`src/rtl/core/bmp_pkg.sv`:
```
// shared types, constants and header byte lookup for the bmp stream encoder
package bmp_pkg;

  localparam int MAX_WIDTH  = 4096;
  localparam int MAX_HEIGHT = 4096;

  localparam int DIM_W   = 13;  // config register width
  localparam int CNT_W   = 12;  // column and row counters
  localparam int IMG_W   = 26;  // image byte count, below 2^26 at the maximum size
  localparam int POS_W   = 6;   // byte position inside one pixel's run
  localparam int CFG_IDX_W = 1;

  localparam logic [CFG_IDX_W-1:0] REG_IMAGE_WIDTH  = 1'b0;
  localparam logic [CFG_IDX_W-1:0] REG_IMAGE_HEIGHT = 1'b1;

  localparam logic [DIM_W-1:0] WIDTH_RESET  = 13'd640;
  localparam logic [DIM_W-1:0] HEIGHT_RESET = 13'd480;

  localparam logic [POS_W-1:0] HDR_BYTES      = 6'd54;
  localparam logic [31:0]      INFO_BYTES     = 32'd40;
  localparam logic [31:0]      BITS_PER_PIXEL = 32'd24;
  localparam logic [31:0]      PELS_PER_METER = 32'd2835;
  localparam logic [31:0]      PLANES         = 32'd1;

  // one classified pixel waiting for the byte sequencer
  typedef struct packed {
    logic [23:0]      rgb;
    logic             hdr;
    logic [1:0]       pad;
    logic             eof;
    logic [DIM_W-1:0] w;
    logic [DIM_W-1:0] h;
    logic [IMG_W-1:0] img;
  } cmd_t;

  function automatic logic [7:0] le_byte(input logic [31:0] v, input logic [1:0] sel);
    logic [7:0] b;
    b = v[8*sel +: 8];
    return b;
  endfunction

  function automatic logic [7:0] hdr_byte(input logic [POS_W-1:0] idx,
                                          input logic [DIM_W-1:0] w,
                                          input logic [DIM_W-1:0] h,
                                          input logic [IMG_W-1:0] img);
    logic [31:0] fsize;
    logic [31:0] img32;
    logic [31:0] w32;
    logic [31:0] h32;
    logic [7:0]  b;
    img32 = {{(32-IMG_W){1'b0}}, img};
    fsize = img32 + {{(32-POS_W){1'b0}}, HDR_BYTES};
    w32   = {{(32-DIM_W){1'b0}}, w};
    h32   = {{(32-DIM_W){1'b0}}, h};
    unique case (idx)
      6'd0:                      b = 8'h42;
      6'd1:                      b = 8'h4d;
      6'd2, 6'd3, 6'd4, 6'd5:     b = le_byte(fsize, 2'(idx - 6'd2));
      6'd10:                     b = le_byte({{(32-POS_W){1'b0}}, HDR_BYTES}, 2'd0);
      6'd14:                     b = le_byte(INFO_BYTES, 2'd0);
      6'd18, 6'd19, 6'd20, 6'd21: b = le_byte(w32, 2'(idx - 6'd18));
      6'd22, 6'd23, 6'd24, 6'd25: b = le_byte(h32, 2'(idx - 6'd22));
      6'd26:                     b = le_byte(PLANES, 2'd0);
      6'd28:                     b = le_byte(BITS_PER_PIXEL, 2'd0);
      6'd34, 6'd35, 6'd36, 6'd37: b = le_byte(img32, 2'(idx - 6'd34));
      6'd38, 6'd39, 6'd40, 6'd41: b = le_byte(PELS_PER_METER, 2'(idx - 6'd38));
      6'd42, 6'd43, 6'd44, 6'd45: b = le_byte(PELS_PER_METER, 2'(idx - 6'd42));
      default:                   b = 8'h00;
    endcase
    return b;
  endfunction

endpackage

```
`src/rtl/core/bmp_stream_if.sv`:
```
// valid/ready stream interfaces for pixels in and bytes out
interface bmp_pixel_if;
  logic        valid;
  logic        ready;
  logic [31:0] pixel_word;

  modport source (output valid, output pixel_word, input ready);
  modport sink (input valid, input pixel_word, output ready);
endinterface

interface bmp_byte_if;
  logic       valid;
  logic       ready;
  logic [7:0] out_byte;
  logic       last_of_run;
  logic       end_of_image;

  modport source (output valid, output out_byte, output last_of_run, output end_of_image,
                  input ready);
  modport sink (input valid, input out_byte, input last_of_run, input end_of_image,
                output ready);
endinterface

```
`src/rtl/core/bmp_front.sv`:
```
// front end: config registers, row/frame tracking and pixel classification
module bmp_front (
  input  logic                         clk,
  input  logic                         rst,
  input  logic                         cfg_wr_en,
  input  logic [bmp_pkg::CFG_IDX_W-1:0] cfg_index,
  input  logic [bmp_pkg::DIM_W-1:0]    cfg_data,
  bmp_pixel_if.sink                    pixel_in,
  input  logic                         full,
  output logic                         push,
  output bmp_pkg::cmd_t                push_data
);

  logic [bmp_pkg::DIM_W-1:0] image_width;
  logic [bmp_pkg::DIM_W-1:0] image_height;
  logic [bmp_pkg::CNT_W-1:0] column_count;
  logic [bmp_pkg::CNT_W-1:0] row_count;
  logic                      header_sent;

  logic [bmp_pkg::DIM_W-1:0] w;
  logic [bmp_pkg::DIM_W-1:0] h;
  logic [1:0]                pad;
  logic [14:0]               line_len;
  logic [27:0]               img_full;
  logic                      col_end;
  logic                      row_end;

  always_comb begin
    if (image_width == '0) begin
      w = 13'd1;
    end else if (image_width > 13'(bmp_pkg::MAX_WIDTH)) begin
      w = 13'(bmp_pkg::MAX_WIDTH);
    end else begin
      w = image_width;
    end
    if (image_height == '0) begin
      h = 13'd1;
    end else if (image_height > 13'(bmp_pkg::MAX_HEIGHT)) begin
      h = 13'(bmp_pkg::MAX_HEIGHT);
    end else begin
      h = image_height;
    end
  end

  // 3w mod 4 equals -w mod 4, so the pad is just w mod 4
  assign pad      = w[1:0];
  assign line_len = {1'b0, w, 1'b0} + {2'b00, w} + {13'd0, pad};
  assign img_full = {13'd0, line_len} * {15'd0, h};

  assign col_end = ({1'b0, column_count} + 13'd1) >= w;
  assign row_end = ({1'b0, row_count} + 13'd1) >= h;

  assign pixel_in.ready = !full;
  assign push           = pixel_in.valid && !full;

  always_comb begin
    push_data.rgb = pixel_in.pixel_word[23:0];
    push_data.hdr = !header_sent;
    push_data.pad = col_end ? pad : 2'd0;
    push_data.eof = col_end && row_end;
    push_data.w   = w;
    push_data.h   = h;
    push_data.img = img_full[bmp_pkg::IMG_W-1:0];
  end

  always_ff @(posedge clk) begin
    if (rst) begin
      image_width  <= bmp_pkg::WIDTH_RESET;
      image_height <= bmp_pkg::HEIGHT_RESET;
    end else if (cfg_wr_en) begin
      unique case (cfg_index)
        bmp_pkg::REG_IMAGE_WIDTH:  image_width  <= cfg_data;
        bmp_pkg::REG_IMAGE_HEIGHT: image_height <= cfg_data;
      endcase
    end
  end

  always_ff @(posedge clk) begin
    if (rst) begin
      column_count <= '0;
      row_count    <= '0;
      header_sent  <= 1'b0;
    end else if (push) begin
      if (col_end) begin
        column_count <= '0;
        if (row_end) begin
          row_count   <= '0;
          header_sent <= 1'b0;
        end else begin
          row_count   <= row_count + 12'd1;
          header_sent <= 1'b1;
        end
      end else begin
        column_count <= column_count + 12'd1;
        header_sent  <= 1'b1;
      end
    end
  end

endmodule

```
`src/rtl/core/bmp_cmd_fifo.sv`:
```
// two-entry queue of classified pixels between front and back
module bmp_cmd_fifo (
  input  logic          clk,
  input  logic          rst,
  input  logic          push,
  input  bmp_pkg::cmd_t push_data,
  input  logic          pop,
  output bmp_pkg::cmd_t head,
  output logic          full,
  output logic          empty
);

  bmp_pkg::cmd_t entries [2];
  logic          wr_ptr;
  logic          rd_ptr;
  logic [1:0]    count;

  assign full  = count == 2'd2;
  assign empty = count == 2'd0;
  assign head  = entries[rd_ptr];

  always_ff @(posedge clk) begin
    if (push) begin
      entries[wr_ptr] <= push_data;
    end
  end

  always_ff @(posedge clk) begin
    if (rst) begin
      wr_ptr <= 1'b0;
      rd_ptr <= 1'b0;
      count  <= 2'd0;
    end else begin
      if (push) begin
        wr_ptr <= !wr_ptr;
      end
      if (pop) begin
        rd_ptr <= !rd_ptr;
      end
      unique case ({push, pop})
        2'b10:   count <= count + 2'd1;
        2'b01:   count <= count - 2'd1;
        default: count <= count;
      endcase
    end
  end

endmodule

```
`src/rtl/core/bmp_back.sv`:
```
// back end: walks header, pixel and pad bytes into the output register
module bmp_back (
  input  logic          clk,
  input  logic          rst,
  input  bmp_pkg::cmd_t head,
  input  logic          empty,
  output logic          pop,
  bmp_byte_if.source    bytes_out
);

  logic [bmp_pkg::POS_W-1:0] pos;
  logic [bmp_pkg::POS_W-1:0] base;
  logic [bmp_pkg::POS_W-1:0] run_len;
  logic [bmp_pkg::POS_W-1:0] j;
  logic                      emit;
  logic                      last;
  logic [7:0]                byte_next;

  assign base    = head.hdr ? bmp_pkg::HDR_BYTES : 6'd0;
  assign run_len = base + 6'd3 + {4'd0, head.pad};
  assign j       = pos - base;
  assign last    = pos == (run_len - 6'd1);
  assign emit    = !empty && (!bytes_out.valid || bytes_out.ready);
  assign pop     = emit && last;

  always_comb begin
    if (head.hdr && pos < bmp_pkg::HDR_BYTES) begin
      byte_next = bmp_pkg::hdr_byte(pos, head.w, head.h, head.img);
    end else begin
      unique case (j)
        6'd0:    byte_next = head.rgb[7:0];
        6'd1:    byte_next = head.rgb[15:8];
        6'd2:    byte_next = head.rgb[23:16];
        default: byte_next = 8'h00;  // row padding
      endcase
    end
  end

  always_ff @(posedge clk) begin
    if (rst) begin
      pos             <= '0;
      bytes_out.valid <= 1'b0;
    end else begin
      if (emit) begin
        pos             <= last ? 6'd0 : pos + 6'd1;
        bytes_out.valid <= 1'b1;
      end else if (bytes_out.ready) begin
        bytes_out.valid <= 1'b0;
      end
    end
  end

  always_ff @(posedge clk) begin
    if (emit) begin
      bytes_out.out_byte     <= byte_next;
      bytes_out.last_of_run  <= last;
      bytes_out.end_of_image <= last && head.eof;
    end
  end

endmodule

```
`src/rtl/core/bmp_24bit_stream_encoder_top.sv`:
```
// top level of the 24-bit bmp stream encoder
// a taken pixel enters the queue; its bytes then pass through the output register
// throughput: one byte per cycle while a pixel is queued and the output is not stalled;
//   a run is 3 pixel bytes, plus 0..3 pad at row end and 54 header bytes at frame start
// a two-entry queue lets pixels be taken while bytes of earlier ones drain
// reset: counters cleared, header pending, size registers 640 x 480, queue empty
module bmp_24bit_stream_encoder_top (
  input  logic                         clk,
  input  logic                         rst,
  input  logic                         cfg_wr_en,
  input  logic [bmp_pkg::CFG_IDX_W-1:0] cfg_index,
  input  logic [bmp_pkg::DIM_W-1:0]    cfg_data,
  bmp_pixel_if.sink                    pixel_in,
  bmp_byte_if.source                   bytes_out
);

  logic          push;
  logic          pop;
  logic          full;
  logic          empty;
  bmp_pkg::cmd_t push_data;
  bmp_pkg::cmd_t head;

  bmp_front u_front (
    .clk       (clk),
    .rst       (rst),
    .cfg_wr_en (cfg_wr_en),
    .cfg_index (cfg_index),
    .cfg_data  (cfg_data),
    .pixel_in  (pixel_in),
    .full      (full),
    .push      (push),
    .push_data (push_data)
  );

  bmp_cmd_fifo u_fifo (
    .clk       (clk),
    .rst       (rst),
    .push      (push),
    .push_data (push_data),
    .pop       (pop),
    .head      (head),
    .full      (full),
    .empty     (empty)
  );

  bmp_back u_back (
    .clk       (clk),
    .rst       (rst),
    .head      (head),
    .empty     (empty),
    .pop       (pop),
    .bytes_out (bytes_out)
  );

endmodule

```
`src/flat_wrapper.sv`:
```
// flat-port wrapper written by rule: the top's interface ports become plain ports
module bmp_24bit_stream_encoder_top_flat 
  (clk, rst, cfg_wr_en, cfg_index, cfg_data, pixel_in_valid, pixel_in_pixel_word, pixel_in_ready, bytes_out_valid, bytes_out_out_byte, bytes_out_last_of_run, bytes_out_end_of_image, bytes_out_ready);
  bmp_pixel_if pixel_in_i ();
  bmp_byte_if bytes_out_i ();
  input  logic clk;
  input  logic rst;
  input  logic cfg_wr_en;
  input  logic [bmp_pkg::CFG_IDX_W-1:0] cfg_index;
  input  logic [bmp_pkg::DIM_W-1:0] cfg_data;
  input wire logic [$bits(pixel_in_i.valid)-1:0] pixel_in_valid;
  input wire logic [$bits(pixel_in_i.pixel_word)-1:0] pixel_in_pixel_word;
  output wire logic [$bits(pixel_in_i.ready)-1:0] pixel_in_ready;
  output wire logic [$bits(bytes_out_i.valid)-1:0] bytes_out_valid;
  output wire logic [$bits(bytes_out_i.out_byte)-1:0] bytes_out_out_byte;
  output wire logic [$bits(bytes_out_i.last_of_run)-1:0] bytes_out_last_of_run;
  output wire logic [$bits(bytes_out_i.end_of_image)-1:0] bytes_out_end_of_image;
  input wire logic [$bits(bytes_out_i.ready)-1:0] bytes_out_ready;
  assign pixel_in_i.valid = pixel_in_valid;
  assign pixel_in_i.pixel_word = pixel_in_pixel_word;
  assign pixel_in_ready = pixel_in_i.ready;
  assign bytes_out_valid = bytes_out_i.valid;
  assign bytes_out_out_byte = bytes_out_i.out_byte;
  assign bytes_out_last_of_run = bytes_out_i.last_of_run;
  assign bytes_out_end_of_image = bytes_out_i.end_of_image;
  assign bytes_out_i.ready = bytes_out_ready;
  bmp_24bit_stream_encoder_top u_core (.clk(clk), .rst(rst), .cfg_wr_en(cfg_wr_en), .cfg_index(cfg_index), .cfg_data(cfg_data), .pixel_in(pixel_in_i), .bytes_out(bytes_out_i));
endmodule
```
`config.mk`:
```
export PLATFORM = sky130hd
export DESIGN_NAME = bmp_24bit_stream_encoder_top_flat
export DESIGN_NICKNAME = d
export VERILOG_FILES = /design/src/rtl/core/bmp_pkg.sv /design/src/rtl/core/bmp_stream_if.sv /design/src/rtl/core/bmp_front.sv /design/src/rtl/core/bmp_cmd_fifo.sv /design/src/rtl/core/bmp_back.sv /design/src/rtl/core/bmp_24bit_stream_encoder_top.sv /design/src/flat_wrapper.sv
export SDC_FILE = /design/constraint.sdc
export NUM_CORES = 1
export LEC_CHECK = 0
export ABC_AREA = 0
export BUFFER_PORTS_ARGS = -buffer_cell sky130_fd_sc_hd__buf_2
export CAP_MARGIN = 30
export CORE_MARGIN = 2
export CORE_UTILIZATION = 50
export CTS_CLUSTER_DIAMETER = 60
export DETAILED_ROUTE_END_ITERATION = 12
export PLACE_DENSITY = 0.71
export REMOVE_ABC_BUFFERS = 1
export SLEW_MARGIN = 30
export SYNTH_ARGS = -nofsm -noshare
export SYNTH_HDL_FRONTEND = slang
export SYNTH_HIERARCHICAL = 1
export SYNTH_SLANG_ARGS = --single-unit
```
`constraint.sdc`:
```
create_clock -name clk -period 9.94 [get_ports clk]
set_input_delay 0.497 -clock clk [delete_from_list [all_inputs] [get_ports clk]]
set_output_delay 0.497 -clock clk [all_outputs]
set_load 0.005 [all_outputs]
```
==> flow_metrics.env <==
export IMPL_grt_remaining_overflow=0
export IMPL_ctsHoldBuffers=0
export IMPL_critPathMaxStageDelay_ns=0.67
export IMPL_final_hold_viol_count=0
export IMPL_fin_util=0.5434
export IMPL_critPathBufInv=7
export IMPL_max_freq_ghz=0.1081
export IMPL_p_clk_frac=0.231
export IMPL_wirelength_mm=40.39
export IMPL_initial_core_util=0.5086
export IMPL_cts_tree="done"
export IMPL_final_nets=2094
export IMPL_p_leak_nw=8.329
export IMPL_hold_class="in -> reg"
export IMPL_track_usage=0.2135
export IMPL_clk_pin_slew_worst_paths_ns=0.06
export IMPL_final_common_cell="inv_1"
export IMPL_post_cts_buffers=0
export IMPL_syn_inst=1808
export IMPL_status="complete, no violations"
export IMPL_antennaDiodeCount=0
export IMPL_internal_power_mw=2.466
export IMPL_dpl_hpwl_mm=30.21
export IMPL_setup_viol=0
export IMPL_num_rows=69
export IMPL_root_buffer="clkbuf_16"
export IMPL_vdd_drop_max_mv=0.1752
export IMPL_place_congestion=0.9000
export IMPL_ys_seq_area_frac=0.3519
export IMPL_die_area_um2=37720
export IMPL_min_from="pixel_in_pixel_word[5]"
export IMPL_detail_route_antenna_nets=0
export IMPL_tns_ns=0
export IMPL_ios=63
export IMPL_grt_pass1_wl_mm=65.88
export IMPL_port_buffers=54
export IMPL_drv_cap=0
export IMPL_slowest_stage="a2111oi_0"
export IMPL_ys_async_sr_fraction=0
export IMPL_p_seq_frac=0.332
export IMPL_ys_ff_latch=233
export IMPL_synth_edff_count=170
export IMPL_crit_type="reg -> reg"
export IMPL_switchingPower_mw=1.474
export IMPL_final_area_um2=19330
export IMPL_wire_per_inst_um=17.71
export IMPL_max_slew_margin=0.3930
export IMPL_drt_iter0_drc=1034
export IMPL_drtPass1Iterations=6
export IMPL_critPathMaxFanout=13
export IMPL_rsz0062_at_grt="false"
export IMPL_hold_ws_ns=0.1386
export IMPL_nFillCells=3117
export IMPL_vias_per_cell=5.678
export IMPL_die_w_um=194.2
export IMPL_p_per_area_nw_per_um2=203.9
export IMPL_clk_latency_ns=0.54
export IMPL_syn_area_per_cell_um2=10.01
export IMPL_post_cts_resized=0
export IMPL_synth_ff_type="edfxtp_1"
export IMPL_die_height_um=194.2
export IMPL_combPwrFrac=0.437
export IMPL_clock_skew_ns=0.01782
export IMPL_drv_slew=0
export IMPL_post_route_period_util=0.9305
export IMPL_startpoint_type="flop"
export IMPL_endpoint_kind="flop"
export IMPL_antenna_found_initial=0
export IMPL_r2r_start="u_core/u_front/image_width[12]$_SDFFE_PP0P_"
export IMPL_worstSetupStartpoint="u_core/u_front/image_width[12]$_SDFFE_PP0P_"
export IMPL_drive_gt1_frac=0.1253
export IMPL_syn_to_final_growth_pct=6.840
export IMPL_layout_cells_most_common_list="inv_1 (201), nand2_1 (195), edfxtp_1 (170)"
export IMPL_grt_pass1_vias=12950
export IMPL_finalPower_mw=3.941
export IMPL_clk_path_buf_depth=3
export IMPL_core_um2=35570
export IMPL_max_slew_worst_pin_slew_ns=0.9040
export IMPL_worstPathRequired_ns=10.19
export IMPL_syn_area_um2=18090
export IMPL_switching_share=0.3742
export IMPL_crit_family="adder cells"
export IMPL_grt_max_degree=81
export IMPL_cts_buffers=27
export IMPL_htree_levels=1
export IMPL_yosysWarningCount=6
export IMPL_ys_types=88
export IMPL_clock_sinks=233
export IMPL_fin_crit_ns=9.250
export IMPL_drt_drc_violations_left=0
export IMPL_cp_data_arrival_time_ns=9.50
export IMPL_placed_area_um2=18500
export IMPL_vias=12950
-- registers in the layout (all words and copies together), names as in the netlist, named ones only --
| signal | cells |
|---|---|
| u_core/u_front/row_count | 12 |
| u_core/u_back/bytes_out.out_byte | 8 |
| u_core/u_back/bytes_out.end_of_image | 1 |
| u_core/u_back/bytes_out.last_of_run | 1 |
| u_core/u_fifo/wr_ptr | 1 |
| u_core/u_back/pos | 6 |
| u_core/u_front/header_sent | 1 |
| u_core/u_fifo/rd_ptr | 1 |
| u_core/u_front/image_height | 13 |
| u_core/u_fifo/entries | 160 |
| u_core/u_front/image_width | 13 |
| u_core/u_back/bytes_out.valid | 1 |
| u_core/u_fifo/count | 2 |
| u_core/u_front/column_count | 12 |
-- layout make-up --
| type | instances | area (um2) | area share |
|---|---|---|---|
| clock buffers | 34 | 711.9 | 0.03683 |
| clock inverters | 15 | 116.4 | 0.006020 |
| inverters | 204 | 765.7 | 0.03962 |
| multi-input cells | 1268 | 10420 | 0.5391 |
| flip-flops and latches | 233 | 6370 | 0.3296 |
| well taps | 461 | 576.8 | 0.02984 |
| repair buffers | 66 | 367.9 | 0.01903 |
-- routing by layer --
layer / wire length (um) / share of wire / vias to the layer above / global-route usage
met2: 18740 / 0.46 / 396 / 0.3494
met4: 1295 / 0.032 / 0 / 0.07464
met3: 2213 / 0.055 / 86 / 0.03218
met5: 0 / 0 / - / 0
met1: 18140 / 0.45 / 6279 / 0.2899
li1: - / - / 6191 / -
-- path summary, 6_finish.rpt --
path              slack (ns)  depth (start not counted)                                          end
setup / recovery        0.69                         30       u_core/u_fifo/entries[1][24]$_DFFE_PP_
hold / removal          0.14                          1       u_core/u_fifo/entries[0][61]$_DFFE_PP_
setup reg to reg        0.69                         30       u_core/u_fifo/entries[1][24]$_DFFE_PP_
hold reg to reg         0.47                          2  u_core/u_front/column_count[1]$_SDFFE_PP0P_
-- power by group through the flow --
stage	Combinational [mW]	Sequential (mW)	Clock [mW]
floorplan	1.30	1.33	0
global placement	1.67	1.33	0
detailed placement	1.72	1.33	0
CTS	1.73	1.31	0.929
global route	1.96	1.32	0.963
finish	1.72	1.31	0.909
-- cells by family after synthesis --
logic type / count (synthesis) / synth area share
AOI/OAI and AO/OA: 275 / 0.1029
xor gates and xnor gates: 83 / 0.04226
adders and majority gates: 244 / 0.2197
buffers and inverters: 308 / 0.07331
DFF: 233 / 0.3519
muxes: 90 / 0.05540
other: 1 / 0.0002073
and+or+nand+nor: 574 / 0.1543
-- synthesized netlist by cell type, types with 7 or more instances --
cell | instances | share of area
fa_1 | 123 | 0.14
mux2i_1 | 9 | 0.0050
o211ai_1 | 10 | 0.0041
nor4_1 | 8 | 0.0028
dfxtp_1 | 63 | 0.070
a32oi_1 | 8 | 0.0039
nor2_1 | 126 | 0.026
nor3_1 | 27 | 0.0075
a31oi_1 | 12 | 0.0041
nor4b_1 | 8 | 0.0039
nand3_1 | 53 | 0.015
or3_1 | 11 | 0.0038
xor2_1 | 30 | 0.015
nand2_1 | 195 | 0.040
buf_4 | 27 | 0.011
xnor2_1 | 51 | 0.025
o21ai_0 | 61 | 0.017
clkbuf_1 | 39 | 0.0081
nand2b_1 | 23 | 0.0080
nor2b_1 | 14 | 0.0048
ha_1 | 120 | 0.083
nand4_1 | 16 | 0.0055
edfxtp_1 | 170 | 0.28
and2_1 | 28 | 0.0097
o21a_1 | 8 | 0.0033
buf_2 | 23 | 0.0064
a21o_1 | 16 | 0.0066
mux2_2 | 81 | 0.050
inv_1 | 202 | 0.042
a21oi_1 | 70 | 0.019
a22oi_1 | 10 | 0.0041
a22o_1 | 7 | 0.0034
and3_1 | 32 | 0.011
buf_1 | 10 | 0.0021
-- stage by stage --
stage,cells,setup slack (ns)
floorplan,1705,2.003
global placement,2232,0.9614
detailed placement,2232,0.7600
CTS,2281,0.7413
global route,2281,0.2392
finish,2281,0.6904
Power figures use the tool's default switching activity.
